==> config.mk <==
export PLATFORM = sky130hd
export DESIGN_NAME = button_setpoint_editor
export DESIGN_NICKNAME = d
export VERILOG_FILES = /design/src/hw/rtl/bse_pkg.sv /design/src/hw/rtl/bse_cfg_regs.sv /design/src/hw/rtl/bse_btn_step.sv /design/src/hw/rtl/bse_editor_core.sv /design/src/hw/rtl/button_setpoint_editor.sv
export VERILOG_INCLUDE_DIRS = /design/src /design/src/hw/rtl
export SDC_FILE = /design/constraint.sdc
export NUM_CORES = 1
export LEC_CHECK = 0
export BUFFER_PORTS_ARGS = -buffer_cell sky130_fd_sc_hd__buf_4
export CAP_MARGIN = 40
export CORE_UTILIZATION = 45
export CTS_CLUSTER_SIZE = 20
export DETAILED_ROUTE_END_ITERATION = 8
export MAX_ROUTING_LAYER = met4
export SKIP_LAST_GASP = 1
export SYNTH_ARGS = -nofsm -noshare
export SYNTH_HDL_FRONTEND = slang
export SYNTH_SLANG_ARGS = --single-unit
==> constraint.sdc <==
create_clock -name clk_i -period 12.6 [get_ports clk_i]
set_clock_uncertainty 0.2 [all_clocks]
set_input_delay 1.26 -clock clk_i [delete_from_list [all_inputs] [get_ports clk_i]]
set_output_delay 1.26 -clock clk_i [all_outputs]
set_load 0.01 [all_outputs]
==> src/hw/rtl/button_setpoint_editor_assert.svh <==
// Assertion macros for the button setpoint editor.
// Included by the modules that check their own logic; no other dependencies.
`ifndef BUTTON_SETPOINT_EDITOR_ASSERT_SVH
`define BUTTON_SETPOINT_EDITOR_ASSERT_SVH

// Same-cycle implication, disabled during reset.
`define BSE_ASSERT_NOW(label, clk, rst_n, ante, cons, msg) \
  label: assert property (@(posedge clk) disable iff (!rst_n) (ante) |-> (cons)) \
    else $error(msg);

// Next-cycle implication, disabled during reset.
`define BSE_ASSERT_NEXT(label, clk, rst_n, ante, cons, msg) \
  label: assert property (@(posedge clk) disable iff (!rst_n) (ante) |=> (cons)) \
    else $error(msg);

`endif

==> src/hw/rtl/bse_pkg.sv <==
// Shared types and constants for the button setpoint editor.
// No dependencies; imported by every module of the block.
package bse_pkg;

  localparam int unsigned NumSetpointsDef = 3;
  localparam int unsigned ModeCountDef    = 4;

  localparam int unsigned CfgIdxW  = 3;
  localparam int unsigned CfgDataW = 16;

  localparam int unsigned ElapsedW  = 16;
  localparam int unsigned IntervalW = 10;
  localparam int unsigned StepW     = 11;
  localparam int unsigned SpW       = 13;

  localparam logic [ElapsedW-1:0] ElapsedSat = '1;

  // Register indexes on the configuration port
  localparam logic [CfgIdxW-1:0] CFG_IDLE_TIMEOUT    = 3'd0;
  localparam logic [CfgIdxW-1:0] CFG_REPEAT_DELAY    = 3'd1;
  localparam logic [CfgIdxW-1:0] CFG_REPEAT_INTERVAL = 3'd2;
  localparam logic [CfgIdxW-1:0] CFG_SETPOINT_STEP   = 3'd3;
  localparam logic [CfgIdxW-1:0] CFG_SETPOINT_MAX    = 3'd4;

  // Reset values of the registers
  localparam logic [ElapsedW-1:0]  IdleTimeoutRst    = 16'd15000;
  localparam logic [ElapsedW-1:0]  RepeatDelayRst    = 16'd2000;
  localparam logic [IntervalW-1:0] RepeatIntervalRst = 10'd20;
  localparam logic [StepW-1:0]     SetpointStepRst   = 11'd16;
  localparam logic [SpW-1:0]       SetpointMaxRst    = 13'd6400;

  typedef enum logic [1:0] {
    PH_IDLE   = 2'd0,
    PH_HOLD   = 2'd1,
    PH_REPEAT = 2'd2
  } bse_phase_e;

  typedef struct packed {
    logic [ElapsedW-1:0]  idle_timeout;
    logic [ElapsedW-1:0]  repeat_delay;
    logic [IntervalW-1:0] repeat_interval;
    logic [StepW-1:0]     setpoint_step;
    logic [SpW-1:0]       setpoint_max;
  } bse_cfg_t;

  typedef struct packed {
    logic menu;
    logic up;
    logic down;
  } bse_keys_t;

  typedef struct packed {
    bse_phase_e phase;
    logic       act;
  } bse_btn_t;

endpackage

==> src/hw/rtl/bse_cfg_regs.sv <==
// Configuration register file of the button setpoint editor.
// Depends on bse_pkg for the register indexes, widths and reset values.
module bse_cfg_regs
  import bse_pkg::*;
(
  input  logic                clk_i,
  input  logic                rst_ni,
  input  logic                we_i,
  input  logic [CfgIdxW-1:0]  index_i,
  input  logic [CfgDataW-1:0] data_i,
  output bse_cfg_t            cfg_o
);

  bse_cfg_t cfg_q, cfg_d;

  always_comb begin
    cfg_d = cfg_q;
    if (we_i) begin
      unique case (index_i)
        CFG_IDLE_TIMEOUT:    cfg_d.idle_timeout    = data_i;
        CFG_REPEAT_DELAY:    cfg_d.repeat_delay    = data_i;
        CFG_REPEAT_INTERVAL: cfg_d.repeat_interval = data_i[IntervalW-1:0];
        CFG_SETPOINT_STEP:   cfg_d.setpoint_step   = data_i[StepW-1:0];
        CFG_SETPOINT_MAX:    cfg_d.setpoint_max    = data_i[SpW-1:0];
        default:             cfg_d = cfg_q;
      endcase
    end
  end

  always_ff @(posedge clk_i or negedge rst_ni) begin
    if (!rst_ni) begin
      cfg_q.idle_timeout    <= IdleTimeoutRst;
      cfg_q.repeat_delay    <= RepeatDelayRst;
      cfg_q.repeat_interval <= RepeatIntervalRst;
      cfg_q.setpoint_step   <= SetpointStepRst;
      cfg_q.setpoint_max    <= SetpointMaxRst;
    end else begin
      cfg_q <= cfg_d;
    end
  end

  assign cfg_o = cfg_q;

endmodule

==> src/hw/rtl/bse_btn_step.sv <==
// Press, hold-delay and auto-repeat decision for one up/down button.
// Depends on bse_pkg for the phase type and widths.
module bse_btn_step
  import bse_pkg::*;
(
  input  bse_phase_e           phase_i,
  input  logic                 pressed_i,
  input  logic [ElapsedW-1:0]  elapsed_i,
  input  logic [ElapsedW-1:0]  delay_i,
  input  logic [IntervalW-1:0] interval_i,
  output bse_btn_t             btn_o
);

  logic delay_hit;
  logic interval_hit;

  assign delay_hit    = elapsed_i >= delay_i;
  assign interval_hit = elapsed_i >= {{(ElapsedW-IntervalW){1'b0}}, interval_i};

  always_comb begin
    btn_o.phase = PH_IDLE;
    btn_o.act   = 1'b0;
    unique case (phase_i)
      PH_IDLE: begin
        if (pressed_i) begin
          btn_o.phase = PH_HOLD;
          btn_o.act   = 1'b1;
        end
      end
      PH_HOLD: begin
        if (pressed_i) begin
          btn_o.phase = delay_hit ? PH_REPEAT : PH_HOLD;
          btn_o.act   = delay_hit;
        end
      end
      PH_REPEAT: begin
        if (pressed_i) begin
          btn_o.phase = PH_REPEAT;
          btn_o.act   = interval_hit;
        end
      end
      default: begin
        btn_o.phase = PH_IDLE;
        btn_o.act   = 1'b0;
      end
    endcase
  end

endmodule

==> src/hw/rtl/bse_editor_core.sv <==
// Editor state (row, mode, setpoints, elapsed counter, button phases) and
// its one-tick update. Depends on bse_pkg, bse_btn_step and the assert header.
`include "button_setpoint_editor_assert.svh"

module bse_editor_core
  import bse_pkg::*;
#(
  parameter int unsigned NUM_SETPOINTS = NumSetpointsDef,
  parameter int unsigned MODE_COUNT    = ModeCountDef,
  localparam int unsigned RowW  = $clog2(NUM_SETPOINTS + 2),
  localparam int unsigned ModeW = $clog2(MODE_COUNT)
) (
  input  logic            clk_i,
  input  logic            rst_ni,
  input  logic            step_i,
  input  bse_keys_t       keys_i,
  input  bse_cfg_t        cfg_i,
  output logic [RowW-1:0]  row_o,
  output logic [ModeW-1:0] mode_o,
  output logic [SpW-1:0]   sp_o [3]
);

  localparam logic [RowW:0]    RowLast = (RowW+1)'(NUM_SETPOINTS + 1);
  localparam logic [ModeW-1:0] ModeTop = ModeW'(MODE_COUNT - 1);

  logic [RowW-1:0]     row_q, row_d, row_a;
  logic [RowW:0]       row_inc;
  logic [ModeW-1:0]    mode_q, mode_d, mode_up;
  logic [SpW-1:0]      sp_q [NUM_SETPOINTS];
  logic [SpW-1:0]      sp_d [NUM_SETPOINTS];
  logic [ElapsedW-1:0] elapsed_q, elapsed_d, e0, e1, e2;
  logic                menu_phase_q, menu_phase_d;
  bse_phase_e          up_phase_q, dn_phase_q;
  bse_btn_t            up_btn, dn_btn;
  logic                timeout;
  logic                menu_press;

  // Tick order: count, idle timeout, menu, up, down
  assign e0      = (elapsed_q != ElapsedSat) ? elapsed_q + 1'b1 : elapsed_q;
  assign timeout = (row_q != '0) && (e0 >= cfg_i.idle_timeout);
  assign row_a   = timeout ? '0 : row_q;

  assign menu_press   = !menu_phase_q && keys_i.menu;
  assign menu_phase_d = menu_press ? 1'b1 : (keys_i.menu ? menu_phase_q : 1'b0);
  assign row_inc      = {1'b0, row_a} + 1'b1;

  always_comb begin
    row_d = row_a;
    if (menu_press) begin
      row_d = (row_inc > RowLast) ? RowW'(1) : row_inc[RowW-1:0];
    end
  end

  assign e1 = menu_press ? '0 : e0;

  bse_btn_step u_up_step (
    .phase_i    (up_phase_q),
    .pressed_i  (keys_i.up),
    .elapsed_i  (e1),
    .delay_i    (cfg_i.repeat_delay),
    .interval_i (cfg_i.repeat_interval),
    .btn_o      (up_btn)
  );

  assign e2 = up_btn.act ? '0 : e1;

  bse_btn_step u_dn_step (
    .phase_i    (dn_phase_q),
    .pressed_i  (keys_i.down),
    .elapsed_i  (e2),
    .delay_i    (cfg_i.repeat_delay),
    .interval_i (cfg_i.repeat_interval),
    .btn_o      (dn_btn)
  );

  assign elapsed_d = dn_btn.act ? '0 : e2;

  // Mode row: up then down, clamped at off and the top mode
  always_comb begin
    mode_up = mode_q;
    if (up_btn.act && (row_d == RowW'(1)) && (mode_q < ModeTop)) begin
      mode_up = mode_q + 1'b1;
    end
    mode_d = mode_up;
    if (dn_btn.act && (row_d == RowW'(1)) && (mode_up != '0)) begin
      mode_d = mode_up - 1'b1;
    end
  end

  // One lane per setpoint: saturating step up, then step down
  for (genvar i = 0; i < NUM_SETPOINTS; i++) begin : g_sp
    logic           sel;
    logic [SpW:0]   sum;
    logic [SpW-1:0] v_up;

    assign sel = (row_d == RowW'(i + 2));
    assign sum = {1'b0, sp_q[i]} + {{(SpW+1-StepW){1'b0}}, cfg_i.setpoint_step};

    always_comb begin
      v_up = sp_q[i];
      if (up_btn.act && sel) begin
        v_up = (sum > {1'b0, cfg_i.setpoint_max}) ? cfg_i.setpoint_max : sum[SpW-1:0];
      end
      sp_d[i] = v_up;
      if (dn_btn.act && sel) begin
        sp_d[i] = (v_up >= {{(SpW-StepW){1'b0}}, cfg_i.setpoint_step}) ?
                  v_up - {{(SpW-StepW){1'b0}}, cfg_i.setpoint_step} : '0;
      end
    end
  end

  always_ff @(posedge clk_i or negedge rst_ni) begin
    if (!rst_ni) begin
      row_q        <= '0;
      mode_q       <= '0;
      elapsed_q    <= '0;
      menu_phase_q <= 1'b0;
      up_phase_q   <= PH_IDLE;
      dn_phase_q   <= PH_IDLE;
      for (int k = 0; k < NUM_SETPOINTS; k++) begin
        sp_q[k] <= '0;
      end
    end else if (step_i) begin
      row_q        <= row_d;
      mode_q       <= mode_d;
      elapsed_q    <= elapsed_d;
      menu_phase_q <= menu_phase_d;
      up_phase_q   <= up_btn.phase;
      dn_phase_q   <= dn_btn.phase;
      for (int k = 0; k < NUM_SETPOINTS; k++) begin
        sp_q[k] <= sp_d[k];
      end
    end
  end

  assign row_o  = row_q;
  assign mode_o = mode_q;

  for (genvar j = 0; j < 3; j++) begin : g_sp_out
    if (j < NUM_SETPOINTS) begin : g_live
      assign sp_o[j] = sp_q[j];
    end else begin : g_absent
      assign sp_o[j] = '0;
    end
  end

  `BSE_ASSERT_NEXT(a_idle_holds_state, clk_i, rst_ni, !step_i,
                   $stable(row_q) && $stable(mode_q) && $stable(elapsed_q),
                   "state moved without a tick")
  `BSE_ASSERT_NEXT(a_menu_selects_row, clk_i, rst_ni, step_i && menu_press,
                   (row_q != '0) && (elapsed_q == '0), "menu press left no row selected")
  `BSE_ASSERT_NEXT(a_action_restarts, clk_i, rst_ni, step_i && (up_btn.act || dn_btn.act),
                   elapsed_q == '0, "button action did not restart elapsed count")
  `BSE_ASSERT_NOW(a_timeout_clears, clk_i, rst_ni, timeout && !menu_press, row_d == '0,
                  "idle timeout did not clear the selection")

endmodule

==> src/hw/rtl/button_setpoint_editor.sv <==
// Button setpoint editor, top level: request pipeline and configuration port.
// Depends on bse_pkg, bse_cfg_regs and bse_editor_core.
//
// Usage
//   Input channel: one request per millisecond tick with the menu, up and
//   down button levels; accepted when in_valid_i is high and in_stall_o low.
//   Output channel: one result per request (selected row, mode, three
//   setpoints) taken when out_valid_o is high and out_stall_i low.
//   Configuration: cfg_index_i selects the register (0 idle timeout,
//   1 repeat delay, 2 repeat interval, 3 setpoint step, 4 setpoint max);
//   written when cfg_valid_i and cfg_ready_o are high. cfg_ready_o is
//   always high. Write only while no request is in flight.
// Timing
//   A request lands in the input register at its accepting edge; once the
//   result register is free, the tick is applied to the editor state and
//   out_valid_o is raised with it. One request per cycle is sustained
//   while the receiver does not stall: the whole tick update is one short
//   combinational pass from the input register into the state registers.
// Reset and stall
//   Reset clears row, mode, setpoints, elapsed count and button phases and
//   loads the register defaults (15000, 2000, 20, 16, 6400).
//   While the receiver stalls, the result and state hold; the input register
//   still takes one more request, then stalls the sender in turn.
module button_setpoint_editor
  import bse_pkg::*;
#(
  parameter int unsigned NUM_SETPOINTS = NumSetpointsDef,
  parameter int unsigned MODE_COUNT    = ModeCountDef
) (
  input  logic                clk_i,
  input  logic                rst_ni,
  input  logic                in_valid_i,
  output logic                in_stall_o,
  input  logic                menu_level_i,
  input  logic                up_level_i,
  input  logic                down_level_i,
  output logic                out_valid_o,
  input  logic                out_stall_i,
  output logic [2:0]          row_shown_o,
  output logic [1:0]          mode_value_o,
  output logic [SpW-1:0]      setpoint_a_o,
  output logic [SpW-1:0]      setpoint_b_o,
  output logic [SpW-1:0]      setpoint_c_o,
  input  logic                cfg_valid_i,
  output logic                cfg_ready_o,
  input  logic [CfgIdxW-1:0]  cfg_index_i,
  input  logic [CfgDataW-1:0] cfg_data_i
);

  localparam int unsigned RowW  = $clog2(NUM_SETPOINTS + 2);
  localparam int unsigned ModeW = $clog2(MODE_COUNT);

  bse_cfg_t        cfg;
  bse_keys_t       keys_q;
  logic            in_valid_q;
  logic            out_valid_q;
  logic            advance;
  logic            step;
  logic [RowW-1:0]  row;
  logic [ModeW-1:0] mode;
  logic [SpW-1:0]   sp [3];

  // Result register frees when empty or being taken
  assign advance    = !out_valid_q || !out_stall_i;
  assign step       = in_valid_q && advance;
  assign in_stall_o = in_valid_q && !advance;

  always_ff @(posedge clk_i or negedge rst_ni) begin
    if (!rst_ni) begin
      in_valid_q  <= 1'b0;
      out_valid_q <= 1'b0;
    end else begin
      if (!in_stall_o) begin
        in_valid_q <= in_valid_i;
      end
      if (advance) begin
        out_valid_q <= in_valid_q;
      end
    end
  end

  // Hold the button levels of the accepted request
  always_ff @(posedge clk_i) begin
    if (in_valid_i && !in_stall_o) begin
      keys_q.menu <= menu_level_i;
      keys_q.up   <= up_level_i;
      keys_q.down <= down_level_i;
    end
  end

  assign cfg_ready_o = 1'b1;

  bse_cfg_regs u_cfg (
    .clk_i   (clk_i),
    .rst_ni  (rst_ni),
    .we_i    (cfg_valid_i),
    .index_i (cfg_index_i),
    .data_i  (cfg_data_i),
    .cfg_o   (cfg)
  );

  // The editor state doubles as the result register
  bse_editor_core #(
    .NUM_SETPOINTS (NUM_SETPOINTS),
    .MODE_COUNT    (MODE_COUNT)
  ) u_core (
    .clk_i  (clk_i),
    .rst_ni (rst_ni),
    .step_i (step),
    .keys_i (keys_q),
    .cfg_i  (cfg),
    .row_o  (row),
    .mode_o (mode),
    .sp_o   (sp)
  );

  assign out_valid_o  = out_valid_q;
  assign row_shown_o  = 3'(row);
  assign mode_value_o = 2'(mode);
  assign setpoint_a_o = sp[0];
  assign setpoint_b_o = sp[1];
  assign setpoint_c_o = sp[2];

endmodule

==> results.txt <==
After the first detailed-routing iteration, the DRC count stood at between 900 and 1,000. The critical path contains buffers and inverters numbering 4 combined. The antenna violation net count after detailed routing is 0. The worst path arrival time is around 9.0 ns. The total number of nets in the final design came out at ~1,900. The port buffer count came out at ~70. The layout overhead on the synthesized area is 12.3%. The HPWL after detailed placement is around 32 mm. Sorting the synthesized cells by area gives the leading types as dfrtp_1 22%, ha_1 16%, o21ai_0 6.1%. Among all flip-flop cells after synthesis, the most frequent one is dfrtp_1. Leaving out fill and tap cells, the most frequent cells in the layout are 172 x ha_1, 160 x o21ai_0, 147 x nand2_1, 131 x nor2_1, 123 x inv_1. The effective utilization at floorplan came out at 0.456. The area fraction of the dominant cell type after synthesis is 0.218. The achievable frequency is approximately 0.11 GHz. The cell with the biggest individual delay on the critical path is a311oi_1.

The number of post-CTS setup repair buffers came out at 0. The quantity of gates resized following cts is 0. The final estimated routing congestion in global placement came out at ~0.97. The worst setup path is of the reg2reg kind. The startpoint class of the critical path is a register. The total CTS buffers is 17.

The dominant cell type by area after synthesis is dfrtp_1. The number of antenna cells inserted came out at 0. The maximum cell stage delay along the critical path is approximately 0.55 ns. The worst endpoint required time is ~13 ns. The cell family contributing the most delay on the critical path is compound AO/OA/AOI/OAI gates. Yosys mapped the design onto 92 distinct sky130hd cell types. The I/O pin total came out at 74. The share of post-route cells with drive strength above 1 is 0.120. Across all hold checks on the routed design, the worst slack comes to between 0.2 and 0.3 ns. The cell sitting at the root of the clock tree is a clkbuf_16. The initial antenna violation count came out at 0. The number of enable flip-flop cells after synthesis is 3. Measured against its own limit, the worst slew margin works out to 0.351.

The worst setup path is captured at a register. The number of fill cells is ~2,800. The total overflow left after global routing is 0. The number of hold buffers added after CTS came out at 0.

Entering global routing, the biggest net connects 68 pins. The class of the tightest hold or removal check is reg2reg. The average wire per cell in the routed design is about 21 um.

The TritonCTS clock tree is yes. The share of async-settable or async-resettable flops after synthesis is 0.978. Setup repair after global routing left no endpoint under its margin. The number of placement rows is 62. The synthesized netlist net count came out at between 1,500 and 2,000. The horizontal die dimension is 172 um. The count of non-filler cells in the finished layout came out at about 2,000. The remaining routing DRC violations came out at 0. The clock latency on the worst-skew pair came out at between 0.4 and 0.5 ns. The count of final max-slew check failures was 0.

Summing all multi-input logic gate instances after layout gives a little under 9000 sq um. The total routing usage reported by global routing came out at 0.306. The register cell area after layout came out at ~3400 sq um. The most common cell after layout, fill and taps aside is ha_1. The placeable core area is ~29,000 sq um. The via density per instance came out at 5.99.

The via count of the first global-routing pass is roughly 12,000. The height of the die is roughly 170 um. The cell with the most instances on the worst path is ha_1. The fraction of the cycle the final worst path needs is 0.707. The final critical path time including I/O delays and setup came out at 8.91 ns. The cell count after synthesis is approximately 1,600.

A synthesized cell averages approximately 8.2 sq um. The global-route wire length before repair came out at around 67 mm. The peak supply drop is approximately 0.12 mV. Summing every instance area after synthesis gives 13,100 sq um. The total number of yosys warnings came out at 0. The largest fanout of any net on the critical path came out at 15. Setup violations remaining at the end of the flow were counted as 0. The total via count after detailed routing came out at roughly 12,000. The routed wire length came out at roughly 42 mm. The run finished with clean final reports. The die outline area is slightly below 30,000 sq um.

The maximum level of the CTS H-tree came out at 4. The power density over the cells came out at between 200 and 250 nW/um^2. After detailed placement, the design holds a cell count of between 2,000 and 2,500. The buffer depth of the longest clock path is 2. Clock-pin slew was measured on the worst setup and hold paths at approximately 0.070 ns. The TritonCTS sink count came out at about 140.

The flop and latch count out of synthesis came out at about 140. The leakage dissipation is about 7 nW. The number of hold violations in the final report is 0.

The number of max-capacitance violations reported is 0. The aggregate negative setup slack came out at 0 ns. At the pin with the least slew margin, the transition time is 0.971 ns. The iteration count of the initial detailed-routing pass is 5. The sequential cell area fraction in the yosys report is 0.263.
-- registers in the layout, indices dropped and copies added (netlist names) --
name	flops
u_cfg.cfg_o	66
u_core.sp_o	39
u_core.elapsed_q	16
keys_q	3
u_core.row_o	3
u_core.dn_phase_q	2
u_core.mode_o	2
u_core.up_phase_q	2
in_valid_q	1
out_valid_o	1
u_core.menu_phase_q	1
-- stage by stage --
stage               worst slack (ns)  power, mW  cell area [sq um]  utilization
finish                          3.69       3.52              14700        0.512
global placement                3.61       2.92              14000        0.488
CTS                             3.82       3.49              14700        0.512
global route                    2.93       3.81              14700        0.512
floorplan                       5.10       2.29              13100            -
detailed placement              3.88       2.94              14100        0.492
-- metal layers --
| layer | part of all wire | vias to the layer above | track usage |
|---|---|---|---|
| met2 | 0.47 | 392 | 0.500 |
| met4 | 0.037 | 0 | 0.122 |
| li1 | - | 5894 | - |
| met1 | 0.44 | 5889 | 0.378 |
| met5 | 0 | - | - |
| met3 | 0.053 | 92 | 0.0474 |
-- logic make-up after synthesis --
family | Yosys count | synth area share
DFF | 136 | 0.263
other | 1 | 0.000287
adders and majority gates | 179 | 0.175
and+or+nand+nor | 495 | 0.187
xor gates and xnor gates | 63 | 0.0422
muxes | 50 | 0.0403
AOI/OAI and AO/OA | 493 | 0.238
buffers and inverters | 180 | 0.0539
-- area by class of cell --
type,count,area share
multi-input cells,1281,0.610
repair buffers,92,0.0503
flip-flops and latches,136,0.235
clock inverters,15,0.0119
well taps,384,0.0328
clock buffers,17,0.0290
inverters,123,0.0315
-- Yosys cell counts (13+ instances only) --
| master | instances |
|---|---|
| o211ai_1 | 14 |
| o21ai_1 | 16 |
| mux2i_1 | 32 |
| dfstp_2 | 19 |
| a21oi_1 | 115 |
| nand2b_1 | 21 |
| xor2_1 | 17 |
| nor2_1 | 131 |
| o31ai_1 | 13 |
| nand4_1 | 20 |
| xnor2_1 | 46 |
| inv_1 | 123 |
| a21o_1 | 38 |
| clkbuf_1 | 40 |
| a211oi_1 | 15 |
| nand2_1 | 148 |
| nand3_1 | 38 |
| and3_1 | 14 |
| o21ai_0 | 160 |
| nor2b_1 | 19 |
| dfrtp_1 | 114 |
| ha_1 | 172 |
| nor3_1 | 32 |
| mux2_2 | 16 |
| a31oi_1 | 16 |
-- worst min-delay path, stage by stage (launching register included) --
cell	delay [ns]
edfxtp_1	0.36
nand2_1	0.05
nand2_1	0.05
-- report_power, final --
part	internal [mW]	total, mW	leakage, nW	switching, mW
Combinational	0.954	2.26	4.96	1.30
Sequential	0.553	0.724	1.61	0.171
Clock	0.284	0.536	0.297	0.252
Total	1.79	3.52	6.87	1.73
-- path summary, 6_finish.rpt --
check / startpoint / slack [ns] / endpoint / cells past startpoint
worst max-delay path: u_core.elapsed_q[0] / 3.69 / u_core.sp_o[12] / 35
worst min-delay path: keys_q[2] / 0.29 / u_core.menu_phase_q / 2
worst max register to register: u_core.elapsed_q[0] / 3.69 / u_core.sp_o[12] / 35
worst min register to register: keys_q[2] / 0.29 / u_core.menu_phase_q / 2
max in group asynchronous: rst_ni / 10.54 / u_cfg.cfg_o[63] / 3
min in group asynchronous: rst_ni / 0.63 / u_core.sp_o[6] / 1
No activity file was read; power rests on OpenSTA's default activity.
